File: src/lcr_pkg.sv
package lcr_pkg;

  // coordinate width and derived widths
  localparam int COORD_BITS = 12;
  localparam int DIFF_BITS  = COORD_BITS + 1;
  localparam int PROD_BITS  = 2 * COORD_BITS;
  localparam int CNT_BITS   = $clog2(COORD_BITS + 1);

  // clip rounds
  localparam int ROUND_BITS = 3;
  localparam logic [ROUND_BITS-1:0] MAX_ROUNDS = ROUND_BITS'(4);

  // configuration register indexes
  localparam int CFG_IDX_BITS = 2;
  localparam logic [CFG_IDX_BITS-1:0] REG_WIN_LEFT   = CFG_IDX_BITS'(0);
  localparam logic [CFG_IDX_BITS-1:0] REG_WIN_RIGHT  = CFG_IDX_BITS'(1);
  localparam logic [CFG_IDX_BITS-1:0] REG_WIN_TOP    = CFG_IDX_BITS'(2);
  localparam logic [CFG_IDX_BITS-1:0] REG_WIN_BOTTOM = CFG_IDX_BITS'(3);

  typedef logic signed [COORD_BITS-1:0] coord_t;
  typedef logic signed [DIFF_BITS-1:0]  diff_t;
  typedef logic [3:0]                   code_t;

  // window reset values
  localparam coord_t WIN_LEFT_RST   = COORD_BITS'(200);
  localparam coord_t WIN_RIGHT_RST  = COORD_BITS'(400);
  localparam coord_t WIN_TOP_RST    = COORD_BITS'(250);
  localparam coord_t WIN_BOTTOM_RST = COORD_BITS'(400);

  // region code bits
  localparam code_t CODE_LEFT  = 4'd1;
  localparam code_t CODE_RIGHT = 4'd2;
  localparam code_t CODE_BELOW = 4'd4;
  localparam code_t CODE_ABOVE = 4'd8;

  typedef struct packed {
    coord_t start_x;
    coord_t start_y;
    coord_t end_x;
    coord_t end_y;
  } in_t;

  typedef struct packed {
    logic   visible;
    coord_t clip_start_x;
    coord_t clip_start_y;
    coord_t clip_end_x;
    coord_t clip_end_y;
    code_t  region_start;
    code_t  region_end;
    logic   fully_inside;
  } out_t;

  // divider request and response
  typedef struct packed {
    logic                  start;
    logic [PROD_BITS-1:0]  dividend;
    logic [COORD_BITS-1:0] divisor;
  } div_req_t;

  typedef struct packed {
    logic                  busy;
    logic                  done;
    logic [COORD_BITS-1:0] quotient;
  } div_rsp_t;

  typedef enum logic [2:0] {
    ST_IDLE,
    ST_CHECK,
    ST_SETUP,
    ST_MUL,
    ST_DIVGO,
    ST_DIV
  } state_t;

  // region code of a point against an inclusive window
  function automatic code_t region_code(input coord_t x, input coord_t y,
                                        input coord_t l, input coord_t r,
                                        input coord_t t, input coord_t b);
    code_t c;
    c = '0;
    if (x < l) c = c | CODE_LEFT;
    if (x > r) c = c | CODE_RIGHT;
    if (y > b) c = c | CODE_BELOW;
    if (y < t) c = c | CODE_ABOVE;
    return c;
  endfunction

  // a - b, one bit wider
  function automatic diff_t sub_ext(input coord_t a, input coord_t b);
    diff_t ae;
    diff_t be;
    ae = {a[COORD_BITS-1], a};
    be = {b[COORD_BITS-1], b};
    return ae - be;
  endfunction

  // magnitude of a difference; always fits a coordinate width
  function automatic logic [COORD_BITS-1:0] mag(input diff_t v);
    logic [DIFF_BITS-1:0] n;
    n = v[DIFF_BITS-1] ? -v : v;
    return n[COORD_BITS-1:0];
  endfunction

endpackage

File: src/lcr_div.sv
// Restoring divider, one quotient bit per cycle.
// The quotient must fit COORD_BITS bits (upper dividend half below divisor).
module lcr_div (
  input  logic              clk,
  input  logic              rst_n,
  input  lcr_pkg::div_req_t req,
  output lcr_pkg::div_rsp_t rsp
);

  localparam int CW = lcr_pkg::COORD_BITS;

  logic [CW-1:0]                rem_r, rem_nxt;
  logic [CW-1:0]                lo_r, lo_nxt;
  logic [CW-1:0]                dvs_r, dvs_nxt;
  logic [lcr_pkg::CNT_BITS-1:0] cnt_r, cnt_nxt;
  logic                         busy_r, busy_nxt;
  logic                         done_r, done_nxt;
  logic [CW:0]                  rem2;
  logic [CW:0]                  diff;
  logic                         ge;

  // one shift-subtract step
  assign rem2 = {rem_r, lo_r[CW-1]};
  assign ge   = rem2 >= {1'b0, dvs_r};
  assign diff = rem2 - {1'b0, dvs_r};

  always_comb begin
    rem_nxt  = rem_r;
    lo_nxt   = lo_r;
    dvs_nxt  = dvs_r;
    cnt_nxt  = cnt_r;
    busy_nxt = busy_r;
    done_nxt = 1'b0;
    if (req.start) begin
      rem_nxt  = req.dividend[2*CW-1:CW];
      lo_nxt   = req.dividend[CW-1:0];
      dvs_nxt  = req.divisor;
      cnt_nxt  = lcr_pkg::CNT_BITS'(CW);
      busy_nxt = 1'b1;
    end else if (busy_r) begin
      rem_nxt = ge ? diff[CW-1:0] : rem2[CW-1:0];
      lo_nxt  = {lo_r[CW-2:0], ge};
      cnt_nxt = cnt_r - lcr_pkg::CNT_BITS'(1);
      if (cnt_r == lcr_pkg::CNT_BITS'(1)) begin
        busy_nxt = 1'b0;
        done_nxt = 1'b1;
      end
    end
  end

  // control
  always_ff @(posedge clk) begin
    if (!rst_n) begin
      busy_r <= 1'b0;
      done_r <= 1'b0;
      cnt_r  <= '0;
    end else begin
      busy_r <= busy_nxt;
      done_r <= done_nxt;
      cnt_r  <= cnt_nxt;
    end
  end

  // datapath
  always_ff @(posedge clk) begin
    rem_r <= rem_nxt;
    lo_r  <= lo_nxt;
    dvs_r <= dvs_nxt;
  end

  assign rsp.busy     = busy_r;
  assign rsp.done     = done_r;
  assign rsp.quotient = lo_r;

endmodule

File: src/line_clip_rectangle.sv
// Channel | Direction | Handshake               | Payload
// in      | input     | in_valid / in_ready     | in_data (segment endpoints)
// out     | output    | out_valid / out_ready   | out_data (clipped segment, codes)
// cfg     | input     | cfg_valid / cfg_ready   | cfg_index, cfg_data (window edge)
//
// Each item takes 0 to 4 clip rounds; each round runs the serial divider, one quotient
// bit per cycle. The result is loaded as the sequencer returns to idle, so in_ready
// rises together with out_valid; loading waits while the previous result is unread.
// in_ready is high only while no item is in work; a new item may enter while the
// previous result waits on out_ready, but its result then waits for that one.
// Reset (rst_n low, synchronous) loads the default window and empties the block.
module line_clip_rectangle (
  input  logic                                  clk,
  input  logic                                  rst_n,
  input  logic                                  in_valid,
  output logic                                  in_ready,
  input  lcr_pkg::in_t                          in_data,
  output logic                                  out_valid,
  input  logic                                  out_ready,
  output lcr_pkg::out_t                         out_data,
  input  logic                                  cfg_valid,
  output logic                                  cfg_ready,
  input  logic [lcr_pkg::CFG_IDX_BITS-1:0]      cfg_index,
  input  lcr_pkg::coord_t                       cfg_data
);

  localparam int CW = lcr_pkg::COORD_BITS;
  localparam int DW = lcr_pkg::DIFF_BITS;

  lcr_pkg::state_t state_r, state_nxt;

  // window registers
  lcr_pkg::coord_t win_l_r, win_r_r, win_t_r, win_b_r;

  // segment under work
  lcr_pkg::coord_t x0_r, y0_r, x1_r, y1_r;
  lcr_pkg::coord_t x0_nxt, y0_nxt, x1_nxt, y1_nxt;
  lcr_pkg::code_t  r0_r, r1_r, r0_nxt, r1_nxt;
  lcr_pkg::code_t  c0_r, c1_r, c0_nxt, c1_nxt;
  logic [lcr_pkg::ROUND_BITS-1:0] round_r, round_nxt;
  logic            empty_r, empty_nxt;
  logic            inside_r, inside_nxt;

  // clip round operands
  lcr_pkg::diff_t  d_r, t_r, den_r, d_nxt, t_nxt, den_nxt;
  lcr_pkg::coord_t base_r, edge_r, base_nxt, edge_nxt;
  logic            clip_y_r, clip_y_nxt;
  logic            move0_r, move0_nxt;
  logic [lcr_pkg::PROD_BITS-1:0] prod_r, prod_nxt;
  logic [CW-1:0]   den_mag_r, den_mag_nxt;
  logic            neg_r, neg_nxt;

  // result register
  logic            out_valid_r, out_valid_nxt;
  lcr_pkg::out_t   out_r, out_nxt;

  lcr_pkg::div_req_t div_req;
  lcr_pkg::div_rsp_t div_rsp;
  logic              div_start;

  lcr_pkg::code_t  c0_now, c1_now, csel;
  lcr_pkg::code_t  in_r0, in_r1;
  logic            decided, vis, can_load;
  logic [CW-1:0]   quo;
  logic [DW-1:0]   step_val;
  logic [DW-1:0]   new_val;
  lcr_pkg::coord_t new_c;

  lcr_div u_div (
    .clk   (clk),
    .rst_n (rst_n),
    .req   (div_req),
    .rsp   (div_rsp)
  );

  assign in_ready  = (state_r == lcr_pkg::ST_IDLE);
  assign cfg_ready = 1'b1;
  assign out_valid = out_valid_r;
  assign out_data  = out_r;

  // codes of the incoming endpoints and of the current ones
  assign in_r0  = lcr_pkg::region_code(in_data.start_x, in_data.start_y,
                                       win_l_r, win_r_r, win_t_r, win_b_r);
  assign in_r1  = lcr_pkg::region_code(in_data.end_x, in_data.end_y,
                                       win_l_r, win_r_r, win_t_r, win_b_r);
  assign c0_now = lcr_pkg::region_code(x0_r, y0_r, win_l_r, win_r_r, win_t_r, win_b_r);
  assign c1_now = lcr_pkg::region_code(x1_r, y1_r, win_l_r, win_r_r, win_t_r, win_b_r);

  assign vis      = !empty_r && ((c0_now | c1_now) == '0);
  assign decided  = empty_r || ((c0_now | c1_now) == '0) ||
                    ((c0_now & c1_now) != '0) || (round_r == lcr_pkg::MAX_ROUNDS);
  assign can_load = !out_valid_r || out_ready;
  assign csel     = (c0_r != '0) ? c0_r : c1_r;

  // signed quotient added to the base coordinate; zero divisor gives zero
  assign quo      = (den_mag_r == '0) ? '0 : div_rsp.quotient;
  assign step_val = neg_r ? -{1'b0, quo} : {1'b0, quo};
  assign new_val  = {base_r[CW-1], base_r} + step_val;
  assign new_c    = new_val[CW-1:0];

  always_comb begin
    div_req.start    = div_start;
    div_req.dividend = prod_r;
    div_req.divisor  = den_mag_r;
  end

  // sequencer and datapath next values
  always_comb begin
    state_nxt     = state_r;
    div_start     = 1'b0;
    x0_nxt        = x0_r;
    y0_nxt        = y0_r;
    x1_nxt        = x1_r;
    y1_nxt        = y1_r;
    r0_nxt        = r0_r;
    r1_nxt        = r1_r;
    c0_nxt        = c0_r;
    c1_nxt        = c1_r;
    round_nxt     = round_r;
    empty_nxt     = empty_r;
    inside_nxt    = inside_r;
    d_nxt         = d_r;
    t_nxt         = t_r;
    den_nxt       = den_r;
    base_nxt      = base_r;
    edge_nxt      = edge_r;
    clip_y_nxt    = clip_y_r;
    move0_nxt     = move0_r;
    prod_nxt      = prod_r;
    den_mag_nxt   = den_mag_r;
    neg_nxt       = neg_r;
    out_nxt       = out_r;
    out_valid_nxt = out_valid_r;
    if (out_valid_r && out_ready) out_valid_nxt = 1'b0;

    case (state_r)
      lcr_pkg::ST_IDLE: begin
        if (in_valid) begin
          x0_nxt     = in_data.start_x;
          y0_nxt     = in_data.start_y;
          x1_nxt     = in_data.end_x;
          y1_nxt     = in_data.end_y;
          r0_nxt     = in_r0;
          r1_nxt     = in_r1;
          round_nxt  = '0;
          empty_nxt  = (win_l_r > win_r_r) || (win_t_r > win_b_r);
          inside_nxt = !((win_l_r > win_r_r) || (win_t_r > win_b_r)) &&
                       (in_r0 == '0) && (in_r1 == '0);
          state_nxt  = lcr_pkg::ST_CHECK;
        end
      end

      // accept, reject or start another round
      lcr_pkg::ST_CHECK: begin
        if (decided) begin
          if (can_load) begin
            out_nxt.visible      = vis;
            out_nxt.clip_start_x = vis ? x0_r : '0;
            out_nxt.clip_start_y = vis ? y0_r : '0;
            out_nxt.clip_end_x   = vis ? x1_r : '0;
            out_nxt.clip_end_y   = vis ? y1_r : '0;
            out_nxt.region_start = r0_r;
            out_nxt.region_end   = r1_r;
            out_nxt.fully_inside = inside_r;
            out_valid_nxt        = 1'b1;
            state_nxt            = lcr_pkg::ST_IDLE;
          end
        end else begin
          c0_nxt    = c0_now;
          c1_nxt    = c1_now;
          state_nxt = lcr_pkg::ST_SETUP;
        end
      end

      // pick the edge and form the deltas
      lcr_pkg::ST_SETUP: begin
        move0_nxt = (c0_r != '0);
        if ((csel & lcr_pkg::CODE_ABOVE) != '0 || (csel & lcr_pkg::CODE_BELOW) != '0) begin
          clip_y_nxt = 1'b1;
          edge_nxt   = ((csel & lcr_pkg::CODE_ABOVE) != '0) ? win_t_r : win_b_r;
          base_nxt   = x0_r;
          d_nxt      = lcr_pkg::sub_ext(x1_r, x0_r);
          t_nxt      = lcr_pkg::sub_ext(((csel & lcr_pkg::CODE_ABOVE) != '0) ?
                                        win_t_r : win_b_r, y0_r);
          den_nxt    = lcr_pkg::sub_ext(y1_r, y0_r);
        end else begin
          clip_y_nxt = 1'b0;
          edge_nxt   = ((csel & lcr_pkg::CODE_RIGHT) != '0) ? win_r_r : win_l_r;
          base_nxt   = y0_r;
          d_nxt      = lcr_pkg::sub_ext(y1_r, y0_r);
          t_nxt      = lcr_pkg::sub_ext(((csel & lcr_pkg::CODE_RIGHT) != '0) ?
                                        win_r_r : win_l_r, x0_r);
          den_nxt    = lcr_pkg::sub_ext(x1_r, x0_r);
        end
        state_nxt = lcr_pkg::ST_MUL;
      end

      // magnitude product and sign
      lcr_pkg::ST_MUL: begin
        prod_nxt    = lcr_pkg::PROD_BITS'(lcr_pkg::mag(d_r)) *
                      lcr_pkg::PROD_BITS'(lcr_pkg::mag(t_r));
        den_mag_nxt = lcr_pkg::mag(den_r);
        neg_nxt     = d_r[DW-1] ^ t_r[DW-1] ^ den_r[DW-1];
        state_nxt   = lcr_pkg::ST_DIVGO;
      end

      lcr_pkg::ST_DIVGO: begin
        div_start = 1'b1;
        state_nxt = lcr_pkg::ST_DIV;
      end

      // move the chosen endpoint onto the edge
      lcr_pkg::ST_DIV: begin
        if (div_rsp.done) begin
          if (move0_r) begin
            x0_nxt = clip_y_r ? new_c : edge_r;
            y0_nxt = clip_y_r ? edge_r : new_c;
          end else begin
            x1_nxt = clip_y_r ? new_c : edge_r;
            y1_nxt = clip_y_r ? edge_r : new_c;
          end
          round_nxt = round_r + lcr_pkg::ROUND_BITS'(1);
          state_nxt = lcr_pkg::ST_CHECK;
        end
      end

      default: begin
        state_nxt = lcr_pkg::ST_IDLE;
      end
    endcase
  end

  always_ff @(posedge clk) begin
    if (!rst_n) begin
      state_r <= lcr_pkg::ST_IDLE;
    end else begin
      state_r <= state_nxt;
    end
  end

  // control and window registers
  always_ff @(posedge clk) begin
    if (!rst_n) begin
      out_valid_r <= 1'b0;
      round_r     <= '0;
      win_l_r     <= lcr_pkg::WIN_LEFT_RST;
      win_r_r     <= lcr_pkg::WIN_RIGHT_RST;
      win_t_r     <= lcr_pkg::WIN_TOP_RST;
      win_b_r     <= lcr_pkg::WIN_BOTTOM_RST;
    end else begin
      out_valid_r <= out_valid_nxt;
      round_r     <= round_nxt;
      if (cfg_valid) begin
        case (cfg_index)
          lcr_pkg::REG_WIN_LEFT:   win_l_r <= cfg_data;
          lcr_pkg::REG_WIN_RIGHT:  win_r_r <= cfg_data;
          lcr_pkg::REG_WIN_TOP:    win_t_r <= cfg_data;
          lcr_pkg::REG_WIN_BOTTOM: win_b_r <= cfg_data;
          default: ;
        endcase
      end
    end
  end

  // datapath registers
  always_ff @(posedge clk) begin
    x0_r      <= x0_nxt;
    y0_r      <= y0_nxt;
    x1_r      <= x1_nxt;
    y1_r      <= y1_nxt;
    r0_r      <= r0_nxt;
    r1_r      <= r1_nxt;
    c0_r      <= c0_nxt;
    c1_r      <= c1_nxt;
    empty_r   <= empty_nxt;
    inside_r  <= inside_nxt;
    d_r       <= d_nxt;
    t_r       <= t_nxt;
    den_r     <= den_nxt;
    base_r    <= base_nxt;
    edge_r    <= edge_nxt;
    clip_y_r  <= clip_y_nxt;
    move0_r   <= move0_nxt;
    prod_r    <= prod_nxt;
    den_mag_r <= den_mag_nxt;
    neg_r     <= neg_nxt;
    out_r     <= out_nxt;
  end

  // divider finishes only while the sequencer waits on it
  a_div_done_in_wait: assert property (@(posedge clk) disable iff (!rst_n)
    div_rsp.done |-> state_r == lcr_pkg::ST_DIV)
    else $error("divider done outside wait state");

  a_wait_has_div: assert property (@(posedge clk) disable iff (!rst_n)
    state_r == lcr_pkg::ST_DIV |-> div_rsp.busy || div_rsp.done)
    else $error("waiting on an idle divider");

  a_round_bound: assert property (@(posedge clk) disable iff (!rst_n)
    state_r == lcr_pkg::ST_CHECK |-> round_r <= lcr_pkg::MAX_ROUNDS)
    else $error("clip round count out of range");

  a_invisible_zero: assert property (@(posedge clk) disable iff (!rst_n)
    out_valid_r && !out_r.visible |->
      out_r.clip_start_x == '0 && out_r.clip_start_y == '0 &&
      out_r.clip_end_x == '0 && out_r.clip_end_y == '0)
    else $error("rejected segment carries coordinates");

  a_inside_visible: assert property (@(posedge clk) disable iff (!rst_n)
    out_valid_r && out_r.fully_inside |-> out_r.visible)
    else $error("inside segment reported invisible");

endmodule

File: config.mk
export PLATFORM = sky130hd
export DESIGN_NAME = line_clip_rectangle
export DESIGN_NICKNAME = d
export VERILOG_FILES = /design/src/lcr_pkg.sv /design/src/lcr_div.sv /design/src/line_clip_rectangle.sv
export SDC_FILE = /design/constraint.sdc
export NUM_CORES = 1
export LEC_CHECK = 0
export BUFFER_PORTS_ARGS = -buffer_cell sky130_fd_sc_hd__buf_2
export CAP_MARGIN = 25
export CORE_ASPECT_RATIO = 1.2
export CORE_MARGIN = 1
export CORE_UTILIZATION = 53
export DETAILED_ROUTE_END_ITERATION = 16
export GPL_TIMING_DRIVEN = 0
export PLACE_DENSITY = 0.73
export SLEW_MARGIN = 5
export SYNTH_ARGS = -nofsm -noshare
export SYNTH_HDL_FRONTEND = slang
export SYNTH_SLANG_ARGS = --single-unit
File: constraint.sdc
create_clock -name clk -period 6.6 [get_ports clk]
set_input_delay 1.32 -clock clk [delete_from_list [all_inputs] [get_ports clk]]
set_output_delay 1.32 -clock clk [all_outputs]
set_load 0.05 [all_outputs]
After elaboration in Yosys (flattened, before gate mapping):

Index checks and enable logic that the tools add are counted.

* bits of input ports: 67
* register bits: 323

* magnitude comparators: 19
* multipliers: 1
* reductions and logical operators: 36
* add/sub/neg operators: 12
* bitwise operators: 7
* multiplexer cells: 72
* eq/ne operators: 15

Operators by type and width (count)
* $mux W12: 28
* $gt A12 B12 Y1: 10
* $lt A12 B12 Y1: 8
* $pmux W12 S2: 4
* $sub A12 B12 Y13: 4
* $neg A12 Y12: 4
* $mux W13: 3
* $mux W3: 10
* $mux W4: 7
* $mul A12 B12 Y24: 1
* $pmux W3 S6: 1
* $mux W1: 14
* $ge A13 B12 Y1: 1
* $add A12 B12 Y12: 1
* $logic_not A12 Y1: 1
* $logic_not A4 Y1: 3
* $reduce_and A2 Y1: 6
* $sub A12 B12 Y12: 1
* $eq A3 B3 Y1 const B: 3
* $reduce_and A3 Y1: 3
* $mux W2: 4
* $reduce_and A4 Y1: 2
* $reduce_bool A4 Y1: 2
* $eq A3 B2 Y1 const B: 2
* 22 further kinds: 39

Longest topological paths before layout:

* depth in word-level cells: 12
* mapped depth: 28
* depth with buffers taken out: 27

By module:

Synthesis repeated with hierarchy kept, for this count alone.

* cells, all modules: 2663
* area, all modules: 26117.5 µm²

By module, submodules not included
* line_clip_rectangle: instances 1, cells an instance 2462, area each 23721.5 µm²
* lcr_div: instances 1, cells an instance 201, area each 2396.0 µm²

Least setup slack after synthesis:

No wires, ideal clock.

* path kind: register -> register
* start: register x1_r[6]
* end: register out_r (netlist bit out_data[0]), enable pin
* arrival time: 6.398 ns
* cell stages (with the launch flop): 11
* path slack: -0.343 ns
* data required time: 6.055 ns
* clock period less this slack: 6.943 ns
* path through: edfxtp_1 -> ha_1 -> a21o_1 -> a221o_1 -> a221oi_1 -> o21ai_0 -> mux2i_1 -> or3_1 -> nor4_2 -> nor3_1 -> nor3_1

* elaborated cells on any way between the ends: 14
* those cells by class: order compare (2); mux (4); bitwise (2); reduce/logical (6)

RTL lines
* start, declared: line line_clip_rectangle.sv:36 `lcr_pkg::coord_t x0_r, y0_r, x1_r, y1_r;`
* start signal, assigned: line line_clip_rectangle.sv:269 `x1_r <= x1_nxt;`
* $gt A12 B12 Y1 (*): line lcr_pkg.sv:83 `if (x > r) c = c | CODE_RIGHT;`
* $mux W2 (*): line lcr_pkg.sv:83
* $mux W3 (*): line lcr_pkg.sv:84 `if (y > b) c = c | CODE_BELOW;`
* $mux W4 (*): line lcr_pkg.sv:85 `if (y < t) c = c | CODE_ABOVE;`
* net c1_now[1]: line line_clip_rectangle.sv:61 `lcr_pkg::code_t c0_now, c1_now, csel;`
* $or A4 B4 Y4: line line_clip_rectangle.sv:90 `assign decided = empty_r || ((c0_now | c1_now) == '0) ||`
* $logic_not A4 Y1: line line_clip_rectangle.sv:90
* $logic_or A1 B1 Y1: line line_clip_rectangle.sv:90
* $logic_or A1 B1 Y1 (*): line line_clip_rectangle.sv:90
* $logic_or A1 B1 Y1 (*): line line_clip_rectangle.sv:91 `((c0_now & c1_now) != '0) || (round_r == lcr_pkg::MAX_ROUNDS);`
* $reduce_and A3 Y1 (no line) (*)
* end signal, assigned: line line_clip_rectangle.sv:287 `out_r <= out_nxt;`
* end, declared: line line_clip_rectangle.sv:55 `lcr_pkg::out_t out_r, out_nxt;`

Mark *: on every way through the listed nets, which the timed path passes. The rest lies on a longest branch.
A chain may end at the register's enable or synchronous reset.

Worst setup path in the final report:

* start: register t_r[0]
* end: register prod_r[23] (netlist name), data pin

* word-level cells in the longest chain between the ends: 3

RTL lines
* start, declared: line line_clip_rectangle.sv:45 `lcr_pkg::diff_t d_r, t_r, den_r, d_nxt, t_nxt, den_nxt;`
* start signal, assigned: line line_clip_rectangle.sv:278 `t_r <= t_nxt;`
* $neg A12 Y12: line lcr_pkg.sv:101 `n = v[DIFF_BITS-1] ? -v : v;`
* $mux W12 (*): line lcr_pkg.sv:101
* $mul A12 B12 Y24 (*): line line_clip_rectangle.sv:200 `prod_nxt = lcr_pkg::PROD_BITS'(lcr_pkg::mag(d_r)) *`
* end signal, assigned: line line_clip_rectangle.sv:284 `prod_r <= prod_nxt;`
* end, declared: line line_clip_rectangle.sv:49 `logic [lcr_pkg::PROD_BITS-1:0] prod_r, prod_nxt;`

Mark *: on every way between the ends. The rest lies on a longest branch, timed or not.

==> impl_metrics.json <==
{
  "outcome": "finished with violations",
  "violations": "setup timing",
  "finalCritPeriodShare_pct": 105,
  "seqCellArea_um2": 9060,
  "cpMaxStageDelayCell": "or4_4",
  "clk_path_buf_depth": 3,
  "p_comb_share_pct": 51.2,
  "cp.buffers_inverters": 6,
  "ys_warn_count": 0,
  "insertion_delay_ns": 0.57,
  "cp-end-kind": "flip-flop",
  "rr_startpoint": "t_r[0]$_DFFE_PN_",
  "vias": 21000,
  "synth_flop_cell": "edfxtp_1",
  "drt-pass1-iter-count": 7,
  "dp_slack_ns": -1.17,
  "synthArstFlopShare_pct": 0,
  "hold_violations": 0,
  "hp-class": "flip-flop to flip-flop",
  "swShare_pct": 40.1,
  "rsz0062_at_grt": "yes",
  "required_ns": 6.88,
  "maxCapViolCount": 0,
  "cts-root-buf": "clkbuf_16",
  "fin_skew_ns": 0.0334,
  "fmax_mhz": 144,
  "timing.hold.ws_ns": 0.421,
  "synth_area_um2": 25800,
  "drc": 0,
  "antenna_found_initial": 0,
  "numCtsBuffers": 36,
  "grt_util_all_layers_pct": 33.1,
  "vias_per_cell": 5.98,
  "wl_um": 81500,
  "setup_violations": 5,
  "seqPwrFrac_pct": 27.5,
  "die_w_um": 203,
  "arrival_ns": 7.24,
  "crit_path_frequent_cell": "fa_1",
  "path_cells": "inv_2 -> ha_4 -> nand2_4 -> or4_4 -> o21ai_4 -> buf_12 -> xor2_4 -> buf_4 -> buf_4 -> nor2_2 -> fa_1 -> fa_1 -> fa_1 -> fa_1 -> inv_1 -> fa_1 -> inv_1 -> ha_4 -> o41ai_4 -> o21ai_2 -> or4_4 -> a311o_1 -> o31ai_2 -> xnor2_2",
  "path_max_fanout": 4,
  "gp_congestion": 0.979,
  "yosysMostFrequentCell": "ha_1",
  "path_clk_slew_ns": 0.06,
  "fin_ws_ns": -0.357,
  "p_leak_nw": 13.1,
  "peakVddDrop_mv": 0.390,
  "slew_viol_final": 0,
  "post-route-min-period_ns": 6.96,
  "p_int_mw": 5.71,
  "start_util_pct": 53.6,
  "yosys-top-cells-area": "edfxtp_1 (30%), ha_1 (17%), fa_1 (8.2%)",
  "holdCritStartpoint": "r0_r[0]$_DFFE_PP_",
  "synth_top_area_share_pct": 30.4,
  "synth_seq_cells": 322,
  "io_buffers": 125,
  "die_area_um2": 49500,
  "fin_nets": 3370,
  "io_pins": 128,
  "numClockSinks": 322,
  "total_power_mw": 9.53,
  "critPathMaxStageDelay_ns": 0.56,
  "crit_path_start": "t_r[0]$_DFFE_PN_",
  "htreeDepth": 2,
  "synth.largest_area_cell": "edfxtp_1",
  "core_area_um2": 48000,
  "synth_edf_count": 261,
  "tightest_slew_ns": 0.974,
  "syn_nets": 3163,
  "grt-ovfl-total": 0,
  "p_switching_mw": 3.82,
  "powerDensity_nw_per_um2": 324,
  "final_util_pct": 61.3,
  "grt_start_max_net_pins": 39,
  "max_slew_margin_pct": 34.7,
  "drt_iter0_drc": 1668,
  "die_h_um": 243,
  "cp_top_family": "adder cells",
  "syn_to_final_growth_pct": 14.2,
  "antenna_cells": 0,
  "ant_nets": 0,
  "fill_cells": 4020,
  "layout-drive-gt1-share_pct": 12.0,
  "grt_pass1_wl_um": 123000,
  "yosys-top-cells-count": "ha_1 (349), nand2_1 (335), inv_1 (286)",
  "synthDistinctLibCells": 75,
  "cts_tree": "yes",
  "rows": 88,
  "first_global_vias": 21700,
  "multi_input_area_um2": 15900,
  "startpoint_type": "flip-flop",
  "yosysSeqAreaShare_pct": 35.2,
  "pwr-share-clk_pct": 21.3,
  "dp_hpwl_um": 64600,
  "wl_per_cell_um": 23.3,
  "syn_inst": 2641,
  "critical_path_class": "flip-flop to flip-flop",
  "avgSynthCellArea_um2": 9.75
}
[cell type report]
type	instances	area share [%]
Sequential cell	322	30.8
Multi-Input combinational cell	1963	54.1
Clock inverter	22	0.719
Buffer	70	1.05
Inverter	286	3.65
Tap cell	630	2.68
Clock buffer	43	3.23
Timing Repair Buffer	169	3.73
[stage by stage]
stage / setup TNS, ns / area [um2] / instances
floorplan: -0.00226 / 25900 / 2641
global placement: -72.82 / 27400 / 3396
detailed placement: -5.18 / 27600 / 3409
CTS: -0.878 / 29200 / 3498
global route: -2.15 / 29400 / 3505
finish: -1.05 / 29400 / 3505
[worst register-to-register path, stage by stage, from the launching register on]
cell      delay [ns]
edfxtp_1        0.43
inv_2           0.12
ha_4            0.16
nand2_4         0.05
or4_4           0.56
o21ai_4         0.22
buf_12          0.14
xor2_4          0.18
buf_4           0.15
buf_4           0.13
nor2_2          0.05
fa_1            0.55
fa_1            0.43
fa_1            0.46
fa_1            0.50
inv_1           0.06
fa_1            0.53
inv_1           0.07
ha_4            0.18
o41ai_4         0.40
o21ai_2         0.14
or4_4           0.44
a311o_1         0.32
o31ai_2         0.27
xnor2_2         0.16
[worst paths after layout]
path,slack (ns),to,cells after the start
setup / recovery,-0.36,prod_r[23]$_DFFE_PN_,24
hold reg to reg,0.42,out_data[5]$_DFFE_PP_,0
setup reg to reg,-0.36,prod_r[23]$_DFFE_PN_,24
hold / removal,0.42,out_data[5]$_DFFE_PP_,0
[metal layers]
metal	part of all wire (%)	vias to the layer above	track usage (%)
li1	-	9645	-
met1	36	10200	36.6
met2	50	807	58.2
met3	5.4	302	4.11
met4	8.4	0	24.4
met5	0	-	0
[state kept, by name (all words and copies together) (netlist names), 13 cells and up]
| register | cells |
|---|---|
| d_r | 13 |
| den_r | 13 |
| out_data | 58 |
| prod_r | 24 |
| t_r | 13 |
[cell usage in the layout (no fill, tap or decap), types with 31 or more instances in the layout]
cell type,n
nand3_1,43
nand2b_1,39
and2_1,65
clkbuf_1,60
xor2_1,31
inv_1,278
xnor2_1,68
buf_4,32
o211ai_1,32
edfxtp_1,261
dfxtp_1,61
nor2b_1,37
o21a_1,41
ha_1,340
o21ai_0,83
mux2i_1,36
clkbuf_16,37
fa_1,104
nand2_1,333
a21oi_1,138
a21o_1,71
nor2_1,164
buf_2,130
[power by group through the flow]
stage          clock, mW  sequential (mW)  combinational (mW)
2_1_floorplan          0             2.76                2.98
3_3_place_gp           0             2.67                4.24
3_5_place_dp           0             2.66                4.41
4_1_cts             2.04             2.62                4.72
5_1_grt             2.11             2.63                5.28
6_report            2.03             2.63                4.88
[timing repair]
item                       CTS  global route
hold buffers                 0             0
hold endpoints to repair     0             0
resized for setup           56            20
setup endpoints to repair    9             7
setup buffers               24             6
pin swaps                   35             3
[logic make-up after synthesis]
kind of cell / Yosys count / synth area share [%]
muxes: 65 / 2.67
DFF: 322 / 35.2
AOI/OAI and AO/OA: 514 / 13.0
xor gates and xnor gates: 127 / 4.32
other: 1 / 0.0146
buffers and inverters: 356 / 5.22
and+or+nand+nor: 801 / 14.4
adders and majority gates: 455 / 25.2
No activity file was read; power rests on OpenSTA's default activity.
